<file path="src/rtl/thfd_pkg.sv">
// Shared types, constants and the CRC-8 step function for the frame decoder.
package thfd_pkg;

  localparam int BYTE_W   = 8;
  localparam int RAW_W    = 16;
  localparam int OFFSET_W = 11;
  localparam int TEMP_W   = 15;
  localparam int HUM_W    = 14;
  localparam int SUM_W    = 16;

  localparam logic [BYTE_W-1:0] CRC_INIT = 8'hFF;
  localparam logic [BYTE_W-1:0] CRC_POLY = 8'h31;

  localparam logic signed [OFFSET_W-1:0] OFFSET_RESET = -11'sd400;

  // Scale factors and bounds, hundredths of a unit
  localparam logic [14:0] TEMP_SPAN = 15'd17500;
  localparam logic [13:0] HUM_SPAN  = 14'd10000;
  localparam logic signed [SUM_W-1:0] TEMP_BIAS = 16'sd4500;
  localparam logic signed [SUM_W-1:0] TEMP_MIN  = -16'sd5500;
  localparam logic signed [SUM_W-1:0] TEMP_MAX  = 16'sd13999;

  typedef logic [2:0] pos_t;

  // Byte positions within a frame
  localparam pos_t POS_TEMP_HI  = 3'd0;
  localparam pos_t POS_TEMP_LO  = 3'd1;
  localparam pos_t POS_TEMP_CRC = 3'd2;
  localparam pos_t POS_HUM_HI   = 3'd3;
  localparam pos_t POS_HUM_LO   = 3'd4;
  localparam pos_t POS_HUM_CRC  = 3'd5;

  typedef struct packed {
    logic                     emit;
    logic signed [TEMP_W-1:0] temp_centi;
    logic [HUM_W-1:0]         hum_centi;
    logic                     temp_ok;
    logic                     hum_ok;
  } result_t;

  // One byte through the CRC-8 (poly 0x31, MSB first)
  function automatic logic [BYTE_W-1:0] crc8_update(input logic [BYTE_W-1:0] crc,
                                                    input logic [BYTE_W-1:0] data);
    logic [BYTE_W-1:0] c;
    c = crc ^ data;
    for (int i = 0; i < BYTE_W; i++) begin
      if (c[BYTE_W-1]) begin
        c = (c << 1) ^ CRC_POLY;
      end else begin
        c = c << 1;
      end
    end
    return c;
  endfunction

endpackage

</file>
<file path="src/rtl/temp_humidity_frame_decoder.sv">
// The sixth byte's transaction loads the input register; its result then enters the output register.
// Throughput: one byte per cycle; the input register and output register
// pass a byte each cycle unless the output stays stalled with a result held.
// Reset (synchronous, rst high): frame position to the first byte, CRC to 0xFF,
// held values and flags to zero, offset register to -400, both registers empty.
module temp_humidity_frame_decoder (
  input  logic                                 clk,
  input  logic                                 rst,
  input  logic                                 cfg_valid,
  output logic                                 cfg_ready,
  input  logic signed [thfd_pkg::OFFSET_W-1:0] temp_offset_centi,
  input  logic                                 in_valid,
  output logic                                 in_stall,
  input  logic [thfd_pkg::BYTE_W-1:0]          rx_byte,
  input  logic                                 frame_start,
  output logic                                 out_valid,
  input  logic                                 out_stall,
  output logic signed [thfd_pkg::TEMP_W-1:0]   temp_centi,
  output logic [thfd_pkg::HUM_W-1:0]           hum_centi,
  output logic                                 temp_ok,
  output logic                                 hum_ok
);
  import thfd_pkg::*;

  logic signed [OFFSET_W-1:0] offset;
  logic                       in_q_valid;
  logic [BYTE_W-1:0]          in_q_byte;
  logic                       in_q_start;
  logic                       out_free;
  logic                       process;
  logic                       in_accept;
  result_t                    result;

  // Offset register, always writable
  assign cfg_ready = 1'b1;

  always_ff @(posedge clk) begin
    if (rst) begin
      offset <= OFFSET_RESET;
    end else if (cfg_valid && cfg_ready) begin
      offset <= temp_offset_centi;
    end
  end

  // Handshake: process the held byte whenever the output slot can take a result
  assign out_free  = !out_valid || !out_stall;
  assign process   = in_q_valid && out_free;
  assign in_stall  = in_q_valid && !out_free;
  assign in_accept = in_valid && !in_stall;

  // Input register
  always_ff @(posedge clk) begin
    if (rst) begin
      in_q_valid <= 1'b0;
    end else if (in_accept) begin
      in_q_valid <= 1'b1;
    end else if (process) begin
      in_q_valid <= 1'b0;
    end
  end

  always_ff @(posedge clk) begin
    if (in_accept) begin
      in_q_byte  <= rx_byte;
      in_q_start <= frame_start;
    end
  end

  thfd_frame u_frame (
    .clk     (clk),
    .rst     (rst),
    .process (process),
    .data    (in_q_byte),
    .start   (in_q_start),
    .offset  (offset),
    .result  (result)
  );

  // Output register: load a result, drop it once taken
  always_ff @(posedge clk) begin
    if (rst) begin
      out_valid <= 1'b0;
    end else if (result.emit) begin
      out_valid <= 1'b1;
    end else if (!out_stall) begin
      out_valid <= 1'b0;
    end
  end

  always_ff @(posedge clk) begin
    if (result.emit) begin
      temp_centi <= result.temp_centi;
      hum_centi  <= result.hum_centi;
      temp_ok    <= result.temp_ok;
      hum_ok     <= result.hum_ok;
    end
  end

endmodule

</file>
<file path="src/rtl/thfd_scale.sv">
// Fixed-point scaling of raw words to temperature and humidity.
module thfd_scale (
  input  logic [thfd_pkg::RAW_W-1:0]           raw,
  input  logic signed [thfd_pkg::OFFSET_W-1:0] offset,
  output logic signed [thfd_pkg::TEMP_W-1:0]   temp_scaled,
  output logic [thfd_pkg::HUM_W-1:0]           hum_scaled
);
  import thfd_pkg::*;

  logic [30:0]              temp_prod;
  logic [29:0]              hum_prod;
  logic signed [SUM_W-1:0]  temp_sum;
  logic signed [SUM_W-1:0]  temp_sat;

  // Multiply by the span, keep the integer part
  assign temp_prod = 31'(TEMP_SPAN) * 31'(raw);
  assign hum_prod  = 30'(HUM_SPAN) * 30'(raw);

  // Apply bias and calibration offset
  assign temp_sum = $signed({1'b0, temp_prod[30:16]}) - TEMP_BIAS
                  + $signed({{(SUM_W-OFFSET_W){offset[OFFSET_W-1]}}, offset});

  // Clamp to the output range
  always_comb begin
    if (temp_sum < TEMP_MIN) begin
      temp_sat = TEMP_MIN;
    end else if (temp_sum > TEMP_MAX) begin
      temp_sat = TEMP_MAX;
    end else begin
      temp_sat = temp_sum;
    end
  end

  assign temp_scaled = temp_sat[TEMP_W-1:0];
  assign hum_scaled  = hum_prod[29:16];

endmodule

</file>
<file path="src/rtl/thfd_frame.sv">
// Frame tracking, CRC check and held measurement values.
module thfd_frame (
  input  logic                                 clk,
  input  logic                                 rst,
  input  logic                                 process,
  input  logic [thfd_pkg::BYTE_W-1:0]          data,
  input  logic                                 start,
  input  logic signed [thfd_pkg::OFFSET_W-1:0] offset,
  output thfd_pkg::result_t                    result
);
  import thfd_pkg::*;

  pos_t                     pos, pos_next;
  logic [BYTE_W-1:0]        crc, crc_next;
  logic [RAW_W-1:0]         raw, raw_next;
  logic                     temp_pass, temp_pass_next;
  logic signed [TEMP_W-1:0] held_temp, held_temp_next;
  logic [HUM_W-1:0]         held_hum, held_hum_next;

  pos_t                     pos_eff;
  logic [BYTE_W-1:0]        crc_eff;
  logic [BYTE_W-1:0]        crc_step;
  logic                     match;
  logic signed [TEMP_W-1:0] temp_scaled;
  logic [HUM_W-1:0]         hum_scaled;

  thfd_scale u_scale (
    .raw         (raw),
    .offset      (offset),
    .temp_scaled (temp_scaled),
    .hum_scaled  (hum_scaled)
  );

  // Restart the frame on the start flag
  assign pos_eff  = start ? POS_TEMP_HI : pos;
  assign crc_eff  = start ? CRC_INIT : crc;
  assign crc_step = crc8_update(crc_eff, data);
  assign match    = (crc_eff == data);

  // Advance the frame by one byte
  always_comb begin
    pos_next       = pos_eff;
    crc_next       = crc_eff;
    raw_next       = raw;
    temp_pass_next = temp_pass;
    held_temp_next = held_temp;
    held_hum_next  = held_hum;
    result         = '0;
    case (pos_eff)
      POS_TEMP_HI, POS_HUM_HI: begin
        crc_next = crc_step;
        raw_next = {data, raw[BYTE_W-1:0]};
        pos_next = pos_eff + 3'd1;
      end
      POS_TEMP_LO, POS_HUM_LO: begin
        crc_next = crc_step;
        raw_next = {raw[RAW_W-1:BYTE_W], data};
        pos_next = pos_eff + 3'd1;
      end
      POS_TEMP_CRC: begin
        if (match) begin
          held_temp_next = temp_scaled;
        end
        temp_pass_next = match;
        crc_next       = CRC_INIT;
        pos_next       = POS_HUM_HI;
      end
      default: begin
        if (match) begin
          held_hum_next = hum_scaled;
        end
        crc_next          = CRC_INIT;
        pos_next          = POS_TEMP_HI;
        result.emit       = 1'b1;
        result.temp_centi = held_temp;
        result.hum_centi  = match ? hum_scaled : held_hum;
        result.temp_ok    = temp_pass;
        result.hum_ok     = match;
      end
    endcase
    if (!process) begin
      result.emit = 1'b0;
    end
  end

  // Hold frame state between bytes
  always_ff @(posedge clk) begin
    if (rst) begin
      pos       <= POS_TEMP_HI;
      crc       <= CRC_INIT;
      raw       <= '0;
      temp_pass <= 1'b0;
      held_temp <= '0;
      held_hum  <= '0;
    end else if (process) begin
      pos       <= pos_next;
      crc       <= crc_next;
      raw       <= raw_next;
      temp_pass <= temp_pass_next;
      held_temp <= held_temp_next;
      held_hum  <= held_hum_next;
    end
  end

endmodule

</file>
<file path="config.mk">
export PLATFORM = sky130hd
export DESIGN_NAME = temp_humidity_frame_decoder
export DESIGN_NICKNAME = d
export VERILOG_FILES = /design/src/rtl/thfd_pkg.sv /design/src/rtl/temp_humidity_frame_decoder.sv /design/src/rtl/thfd_scale.sv /design/src/rtl/thfd_frame.sv
export SDC_FILE = /design/constraint.sdc
export NUM_CORES = 1
export LEC_CHECK = 0
export BUFFER_PORTS_ARGS = -buffer_cell sky130_fd_sc_hd__buf_2
export CAP_MARGIN = 0
export CORE_ASPECT_RATIO = 0.5
export CORE_MARGIN = 5
export CORE_UTILIZATION = 60
export CTS_BUF_LIST = sky130_fd_sc_hd__clkbuf_4 sky130_fd_sc_hd__clkbuf_8
export CTS_CLUSTER_DIAMETER = 80
export DETAILED_ROUTE_END_ITERATION = 10
export GPL_TIMING_DRIVEN = 0
export PLACE_DENSITY = 0.8
export SLEW_MARGIN = 25
export SYNTH_ARGS = -nofsm -noshare
export SYNTH_HDL_FRONTEND = slang
export SYNTH_HIERARCHICAL = 1
export SYNTH_SLANG_ARGS = --single-unit
export TNS_END_PERCENT = 50
</file>
<file path="constraint.sdc">
create_clock -name clk -period 8.42 [get_ports clk]
set_input_delay 0.842 -clock clk [delete_from_list [all_inputs] [get_ports clk]]
set_output_delay 0.842 -clock clk [all_outputs]
set_load 0.02 [all_outputs]
</file>
After elaboration in Yosys (flattened, before gate mapping). Index checks and enable logic that the tools add are counted.

Output and inout bits: 34. Bits in writable memories: 0. Register bits: 110. Memories: 0. Word-level logic and storage cells: 82. Memory bits (read-only): 0. Bits in latches: 0.

Div/mod/pow operators: 0. Multiply operators: 2. Bitwise gates (word level): 12. Reductions and logical operators: 19. $add $sub $neg: 3. Eq/ne operators: 6. Mux-type cells: 22. Magnitude comparators: 2. Shifts and indexed selects: 0.

Operator list (count): 2-to-1 mux 6 bit (8); 2-to-1 mux 32 bit (1); one-hot mux 16 bit (2 select lines) (1); 2-to-1 mux 15 bit (2); multiplier 13 x 16 -> 29 bit, first input constant (1); multiplier 10 x 16 -> 26 bit, first input constant (1); inverter 3 bit (8); adder 16 x 11 -> 16 bit (1); greater-than comparator 16 x 15 -> 1 bit, second input constant (1); < comparator 16 x 14 -> 1 bit, second input constant (1); 2-to-1 mux 8 bit (2); subtractor 15 x 13 -> 16 bit, second input constant (1); 2-to-1 mux 14 bit (1); AND reduction 3 bit (3); equality test 8 bit (1); XOR 8 bit (1); equality test 3 x 2 -> 1 bit, second input constant (2); one-hot mux 3 bit (2 select lines) (1); 2-to-1 mux 1 bit (5); OR reduction 5 bit (1); logical NOT 1 bit (4); AND reduction 2 bit (2); OR reduction 2 bit (2); OR reduction 4 bit (1); 10 further kinds (14).

Depth between registers and ports, before layout. Gate-level depths: netlist of run 1.

Word-level depth: 19. Mapped depth: 34.

Hierarchy. Netlist of run 1, hierarchy kept.

Modules (own cells, without submodules): thfd_scale (cells each 766, area an instance 6739.0 um^2, instances 1); thfd_frame (cells each 335, area an instance 3057.9 um^2, instances 1); temp_humidity_frame_decoder (cells each 87, area an instance 1689.1 um^2, instances 1).

Worst setup path before layout of run 1. No wires, ideal clock.

Path kind: register to register. From: reg u_frame.raw[8]. To: reg u_frame.held_temp[9]. Required time: 8.295 ns. Arrival time: 6.779 ns. Cell stages (with the launch flop): 28. Path buffers: 0. Period minus slack after synthesis: 6.905 ns. Path slack: 1.515 ns. Library setup time: 0.125 ns. Cells stage by stage: dfxtp_1 > ha_1 > fa_1 > ha_1 > fa_1 > inv_1 > fa_1 > inv_1 > ha_1 > and4_1 > a41oi_1 > nand2_1 > a21oi_1 > o21bai_1 > xor2_1 > ha_1 > ha_1 > fa_1 > a211oi_4 > o21bai_1 > a21oi_1 > xor2_1 > or4_4 > a31oi_4 > o311ai_4 > a211o_1 > mux2i_1 > nor2_1.

Word-level cells in the longest chain between the ends: 6. Elaborated cells between the ends (all ways): 7. Classes of those cells: add/sub (2); mul (1); order compare (2); mux (2).

Ends and longest elaborated chain: start, declared (line thfd_frame.sv:15) `logic [RAW_W-1:0] raw, raw_next;`; start signal, assigned (line thfd_frame.sv:98) `raw <= raw_next;`; multiplier 13 x 16 -> 29 bit * (line thfd_scale.sv:16) `assign temp_prod = 31'(TEMP_SPAN) * 31'(raw);`; subtractor 15 x 13 -> 16 bit * (line thfd_scale.sv:20) `assign temp_sum = $signed({1'b0, temp_prod[30:16]}) - TEMP_BIAS`; adder 16 x 11 -> 16 bit * (line thfd_scale.sv:21) `+ $signed({{(SUM_W-OFFSET_W){offset[OFFSET_W-1]}}, offset});`; greater-than comparator 16 x 15 -> 1 bit (line thfd_scale.sv:27) `end else if (temp_sum > TEMP_MAX) begin`; 2-to-1 mux 15 bit (line thfd_scale.sv:27); 2-to-1 mux 15 bit * (line thfd_scale.sv:25) `if (temp_sum < TEMP_MIN) begin`; net u_frame.temp_scaled[9] (line thfd_frame.sv:24) `logic signed [TEMP_W-1:0] temp_scaled;`; end signal, assigned (line thfd_frame.sv:100) `held_temp <= held_temp_next;`; end, declared (line thfd_frame.sv:17) `logic signed [TEMP_W-1:0] held_temp, held_temp_next;`.

Mark *: on every way through the listed nets, which the timed path passes. The rest lies on a longest branch. A chain may end at the register's enable or synchronous reset.

Final worst setup path of run 1.
From: reg u_frame.raw[7]. To: reg u_frame.held_temp[9].

The elaborated chain is that of the path after synthesis.

==> run metrics, run 1 <==
Min-Delay Path Depth 2; drt via density 5.56; number of instances resized during post-cts repair 0; total CTS buffers 9; Hold Buf Count CTS 0; total DRC errors in the routed layout 0; grt total ovfl 0; status finished clean; initial antenna violation count 0; cell family with most CP delay adder cells; slew at the pin with the worst max-slew slack 1.01 ns; largest vdd supply drop roughly 0.086 mV; net count of the finished layout roughly 1.6k; router iterations before antenna repair 5; Pwr Density 127 mW/mm²; Clock Skews 0.0301 ns; first-pass GRT wire length roughly 40000 µm; number of inserted filler cells in the final layout between 1k and 1.5k; Hold Path Class reg2reg; Yosys reg bits 110; number of endpoints failing setup at the final stage 0; share of the cycle needed by the critical path after routing 93.9%; Final Slew Violations 0; met2 capacity usage during global routing 39.3%; slowest library cell on the worst path dfxtp_1; standby leakage power roughly 6.3 nW; RePlAce Congestion 0.890; count of nets left with antenna violations after detail routing 0; fraction of final layout cells with drive strength greater than 1 11.2%; port buffer count 57; per-instance average area after synthesis 9.67 µm²; largest net degree at the start of global routing 23; CTS tree done; buffers from clock root to sink, at most 2; min Tclk post-route 7.91 ns; die outline width 206 µm; RSZ-0062 raised after global routing no; floorplan die area 0.0222 mm²; overall fraction of global-route tracks in use 22.4%; area added between synthesis and finish 7.43%; met3 GRT Util 2.53%; number of stages on the worst setup path 29; critical path startpoint category flop; cell area after technology mapping 0.0115 mm²; clock latency on the worst-skew pair 0.39 ns; routed via count about 8.5k; height of the die 108 µm; maximum fanout along the worst path 9; H-tree depth reported by CTS 3; Worst-path clk slew 0.13 ns; portion of the post-synthesis area used by sequential elements 22.7%; cell seen most often among critical-path stages ha_1; critical path's largest stage delay 0.66 ns; number of placement rows 35; critical path type reg2reg; total count of hold-check failures in the final report 0; synthesized net count 1488; Global Route met1 Usage 29.9%; CP required 8.71 ns; HPWL after detailed placement just under 20000 µm; kind of end point of the critical path flop; Async SR Flop Fraction 0%; count of max-cap constraint violations 0; top flip-flop cell by instance count after synthesis dfxtp_1; number of DRC markers in iteration 0 533; initial core utilization 61.7%; worst setup slack before clock tree synthesis about 0.57 ns; clock sink total 110; slack of the critical path ~0.5 ns; count of flip-flops with a built-in enable after synthesis 40; boundary pin count 59; maximum frequency from static timing analysis 126 MHz; data arrival at the endpoint of the critical path around 8.2 ns; WP buf/inv 5; combined area of the multi-input logic cells 0.00782 mm²; most congested layer reported by global routing met2; instance count of the mapped netlist 1188; total wire length 24200 µm; Post-CTS Setup Bufs 0; Netlist cell types around 100; final sum of negative setup slack 0 ns; worst r2r path cells 29; Routed wire per std cell about 16 µm; worst slew slack as a fraction of its limit about a third; core footprint around 0.019 mm²; footprint of the flip-flops and latches 0.00260 mm²; number of global-route vias before repair 8626; clock root buffer clkbuf_8; diodes inserted 0; count of yosys warnings during synthesis 6
## placed cells by master, fill, tap and decap left out, types with 6 or more instances in the layout
master,netlist,routed
a21oi_1,41,41
o221ai_1,6,6
clkbuf_8,0,9
and2_1,18,18
a211o_2,6,6
xor2_1,22,22
mux2i_1,68,68
inv_1,232,232
nand2b_1,7,7
buf_6,6,6
nand3_1,9,9
nor2b_1,8,8
clkbuf_1,12,12
nand2_1,41,41
o21ai_0,20,20
edfxtp_1,40,40
o21a_1,8,8
ha_1,197,197
nor2_1,105,104
fa_1,78,78
xnor2_1,33,33
a21o_1,12,12
nor3_1,15,15
dfxtp_1,70,70
buf_2,7,64
## per-stage QoR
step / hold WS [ns] / util, % / std cells / power (W) / instance area, µm²
global placement: 0.460 / 65.0 / 1504 / 0.00121 / 12100
CTS: 0.502 / 66.3 / 1521 / 0.00157 / 12300
detailed placement: 0.469 / 65.2 / 1505 / 0.00123 / 12100
floorplan: 0.447 / - / 1188 / 0.00109 / 11500
finish: 0.494 / 66.3 / 1521 / 0.00156 / 12300
global route: 0.536 / 66.3 / 1521 / 0.00167 / 12300
## Yosys cell counts, drive strengths merged, types with 5 or more instances
master,number,area share [%]
a211o,8,0.68
a211oi,7,0.61
a21o,13,0.86
a21oi,43,1.9
a31oi,7,0.57
and2,19,1.0
buf,16,1.2
clkbuf,12,0.39
dfxtp,70,12
edfxtp,40,10
fa,78,14
ha,197,21
inv,233,7.6
mux2i,68,5.9
nand2,41,1.3
nand2b,8,0.50
nand3,10,0.48
nor2,107,3.7
nor2b,8,0.44
nor3,17,0.94
nor4,5,0.40
o211ai,8,0.77
o21a,8,0.52
o21ai,25,1.2
o21bai,5,0.33
o221ai,6,0.46
or3,6,0.34
xnor2,33,2.5
xor2,22,1.7
## tightest hold or removal path, stage by stage (launching register included)
cell     delay [ns]
dfxtp_1        0.35
a21oi_1        0.06
nor2_1         0.07
## cells by family after synthesis
group | share of synthesized area [%]
adders and majority gates | 35.1
buffers and inverters | 9.32
and+or+nand+nor | 10.5
AOI/OAI and AO/OA | 11.9
DFF | 22.7
muxes | 6.12
xor gates and xnor gates | 4.39
other | 0.0326
## state kept, by name, indices dropped and copies added (netlist names), 8 cells and up
signal             cells
hum_centi             14
in_q_byte              8
offset                11
temp_centi            15
u_frame/crc            8
u_frame/held_hum      14
u_frame/held_temp     15
u_frame/raw           16
## where the power goes
group / total [W] / switching [W] / internal, W / leakage [nW]
clock network: 0.000333 / 0.000213 / 0.000120 / 0.100
logic: 0.000645 / 0.000388 / 0.000257 / 5.30
registers: 0.000585 / 0.0000203 / 0.000565 / 0.941
## cell type report
cell class,instances,area share [%]
multi-input combinational,815,63.4
sequential,110,21.1
inverter,233,7.09
tap,259,2.63
timing repair buffer,58,2.53
buffer,30,1.59
clock buffer,9,1.00
clock inverter,7,0.690
## path summary, 6_finish.rpt
check	from	endpoint	slack [ns]
worst max register to register	u_frame/raw[7]	u_frame/held_temp[9]	0.51
worst min-delay path	u_frame/temp_pass	u_frame/temp_pass	0.49
worst min register to register	u_frame/temp_pass	u_frame/temp_pass	0.49
worst max-delay path	u_frame/raw[7]	u_frame/held_temp[9]	0.51
## routing by layer
metal  vias to the layer above  part of all wire [%]  routed length (µm)
met4                         0                   1.2                 302
met3                        27                   3.4                 821
li1                       4123                     -                   -
met1                      4152                    46               11100
met2                       160                    49               12000
met5                         -                     0                   0
No activity file was read; power rests on OpenSTA's default activity.
==> run 2, diff against run 1 <==
--- a/config.mk
+++ b/config.mk
@@ -10,12 +10,11 @@
 export CORE_ASPECT_RATIO = 0.5
 export CORE_MARGIN = 5
 export CORE_UTILIZATION = 60
-export CTS_BUF_LIST = sky130_fd_sc_hd__clkbuf_4 sky130_fd_sc_hd__clkbuf_8
 export CTS_CLUSTER_DIAMETER = 80
 export DETAILED_ROUTE_END_ITERATION = 10
 export GPL_TIMING_DRIVEN = 0
+export MAX_ROUTING_LAYER = met4
 export PLACE_DENSITY = 0.8
-export SLEW_MARGIN = 25
 export SYNTH_ARGS = -nofsm -noshare
 export SYNTH_HDL_FRONTEND = slang
 export SYNTH_HIERARCHICAL = 1
==> run metrics, run 2 (synthesized netlist as in run 1, its figures left out) <==
critical path's largest stage delay 0.66 ns (about the same); floorplan die area 0.0222 mm² (unchanged); number of global-route vias before repair 8861 (+2.7%); critical path type reg2reg; height of the die 108 µm (unchanged); core footprint 0.0186 mm² (unchanged); Min-Delay Path Depth 2 (unchanged); router iterations before antenna repair 5 (unchanged); slew at the pin with the worst max-slew slack 0.954 ns (-0.0576 ns); diodes inserted 0 (unchanged); combinational power share 38.5% (-2.8 points); maximum frequency from static timing analysis 127 MHz (+0.46%); flip-flop count of the largest register, all copies and words added 16 (unchanged); die outline width 206 µm (unchanged); number of inserted filler cells in the final layout 1445 (+0.56%); Clock Skews 0.0225 ns (-0.00766 ns); sequential fraction of design power 35.1% (-2.3 points); CP required 8.66 ns (-0.05 ns); overall fraction of global-route tracks in use 23.3% (+0.91 points); count of max-cap constraint violations 0 (unchanged); total DRC errors in the routed layout 0 (unchanged); total chip power 0.00166 W (+6.5%); largest net degree at the start of global routing 33 (+43%); final sum of negative setup slack 0 ns (unchanged); clock latency on the worst-skew pair 0.36 ns (-0.03 ns); share of the cycle needed by the critical path after routing 93.5% (-0.43 points); critical path startpoint category flop; hold path startpoint u_frame/held_temp[1]; routed via count 8413 (-0.58%); kind of end point of the critical path flop; drt via density 5.53 (-0.51%); standby leakage power 6.38 nW (+0.56%); boundary pin count 59 (unchanged); register ranked first by flip-flop count u_frame/raw; worst reg2reg path startpoint u_frame/raw[8]; Hold Buf Count CTS 0 (unchanged); HPWL after detailed placement 19500 µm (-0.50%); Pwr Density 134 mW/mm² (+5.9%); largest vdd supply drop 0.146 mV (+71%); slowest library cell on the worst path dfxtp_1; data arrival at the endpoint of the critical path 8.11 ns (-0.08 ns); clock root buffer clkbuf_16; Hold Path Class reg2reg; worst-case hold path end point u_frame/held_temp[1]; first-pass GRT wire length 41200 µm (+1.6%); buffers from clock root to sink, at most 2 (unchanged); maximum fanout along the worst path 9 (unchanged); largest registers u_frame/raw: 16 flops, temp_centi: 15 flops, u_frame/held_temp: 15 flops; highest-count cells in the layout ignoring fill and taps inv_1 (232), ha_1 (197), nor2_1 (104), fa_1 (78), dfxtp_1 (70); setup slack on the worst flop-to-flop path 0.55 ns (+0.04 ns); min Tclk post-route 7.87 ns (-0.0365 ns); port buffer count 57 (unchanged); initial antenna violation count 0 (unchanged); worst slew slack as a fraction of its limit 36.2% (+4.3 points); switching fraction of total power 37.8% (-2.0 points); Final Slew Violations 0 (unchanged); part of the power in the clock network 26.4% (+5.1 points); area added between synthesis and finish 8.05%; CP startpoint u_frame/raw[8]; RSZ-0062 raised after global routing no; RePlAce Congestion 0.905 (+1.7%); total wire length 24000 µm (-0.67%); CTS tree done; H-tree depth reported by CTS 3 (unchanged); total CTS buffers 9 (unchanged); Net Sw Power 0.000628 W (+1.2%); Post-CTS Setup Bufs 0 (unchanged); clock sink total 110 (unchanged); total count of hold-check failures in the final report 0 (unchanged); capture instance of the worst register-to-register path u_frame/held_temp[9]; net count of the finished layout 1556 (-0.064%); most common cell after layout, fill and taps aside inv_1; number of instances resized during post-cts repair 0 (unchanged); status finished clean; number of placement rows 35 (unchanged); initial core utilization 61.7% (unchanged); fraction of final layout cells with drive strength greater than 1 11.1% (-0.070 points); number of DRC markers in iteration 0 465 (-13%); count of nets left with antenna violations after detail routing 0 (unchanged); Worst-path clk slew 0.09 ns (-0.04 ns); cell-internal power 0.00104 W (+9.9%); cell seen most often among critical-path stages ha_1; worst r2r path cells 28 (-3.4%); Routed wire per std cell 15.8 µm (-0.60%); grt total ovfl 0 (unchanged); number of endpoints failing setup at the final stage 0 (unchanged)
## run 2: layout make-up
cell class	count	area [µm²]	share of cell area [%]
Multi-Input combinational cell	815	7820	63.0
Clock buffer	9	225	1.81
Tap cell	259	324	2.61
Buffer	30	196	1.58
Inverter	233	875	7.05
Timing Repair Buffer	57	285	2.30
Clock inverter	7	82.6	0.665
Sequential cell	110	2600	21.0
## run 2: per-stage QoR
| step | area [µm²] | std cells | setup slack [ns] | hold WS (ns) | utilization [%] |
|---|---|---|---|---|---|
| 2_1_floorplan | 11500 | 1188 | 1.52 | 0.447 | - |
| 3_3_place_gp | 12100 | 1504 | 0.709 | 0.461 | 65.0 |
| 3_5_place_dp | 12100 | 1504 | 0.616 | 0.475 | 65.0 |
| 4_1_cts | 12400 | 1520 | 0.577 | 0.500 | 66.7 |
| 5_1_grt | 12400 | 1520 | 0.00944 | 0.535 | 66.7 |
| 6_report | 12400 | 1520 | 0.550 | 0.497 | 66.7 |
## run 2: worst max-delay path by stage
stage	depth (start not counted)	end	slack [ns]
after global routing	28	u_frame/held_temp[10]	0.009
after floorplan	27	u_frame/held_temp[9]	1.52
after detailed placement	29	u_frame/held_temp[9]	0.62
after CTS	29	u_frame/held_temp[9]	0.58
final	28	u_frame/held_temp[9]	0.55
after global placement	29	u_frame/held_temp[9]	0.71
## run 2: power by group through the flow
stage / clock network, W / registers (W) / logic [W]
after floorplan: 0 / 0.000593 / 0.000498
after global placement: 0 / 0.000596 / 0.000614
after detailed placement: 0 / 0.000597 / 0.000633
after CTS: 0.000449 / 0.000584 / 0.000640
after global routing: 0.000477 / 0.000587 / 0.000714
final: 0.000439 / 0.000585 / 0.000640
## run 2: worst max-delay path, delay by kind of cell, from the launching register on
kind | cells | cell delay [ns]
muxes | 1 | 0.13
buffers and inverters | 4 | 0.48
and+or+nand+nor | 4 | 0.60
DFF | 1 | 0.66
AOI/OAI and AO/OA | 10 | 2.79
xor gates and xnor gates | 1 | 0.12
adders and majority gates | 8 | 2.95
## run 2: per-layer routing
layer	global-route usage (%)	vias to the layer above	share of wire, %
met3	2.14	32	3.4
li1	-	4124	-
met1	30.0	4107	47
met5	-	-	0
met4	5.78	0	1.4
met2	40.2	150	49
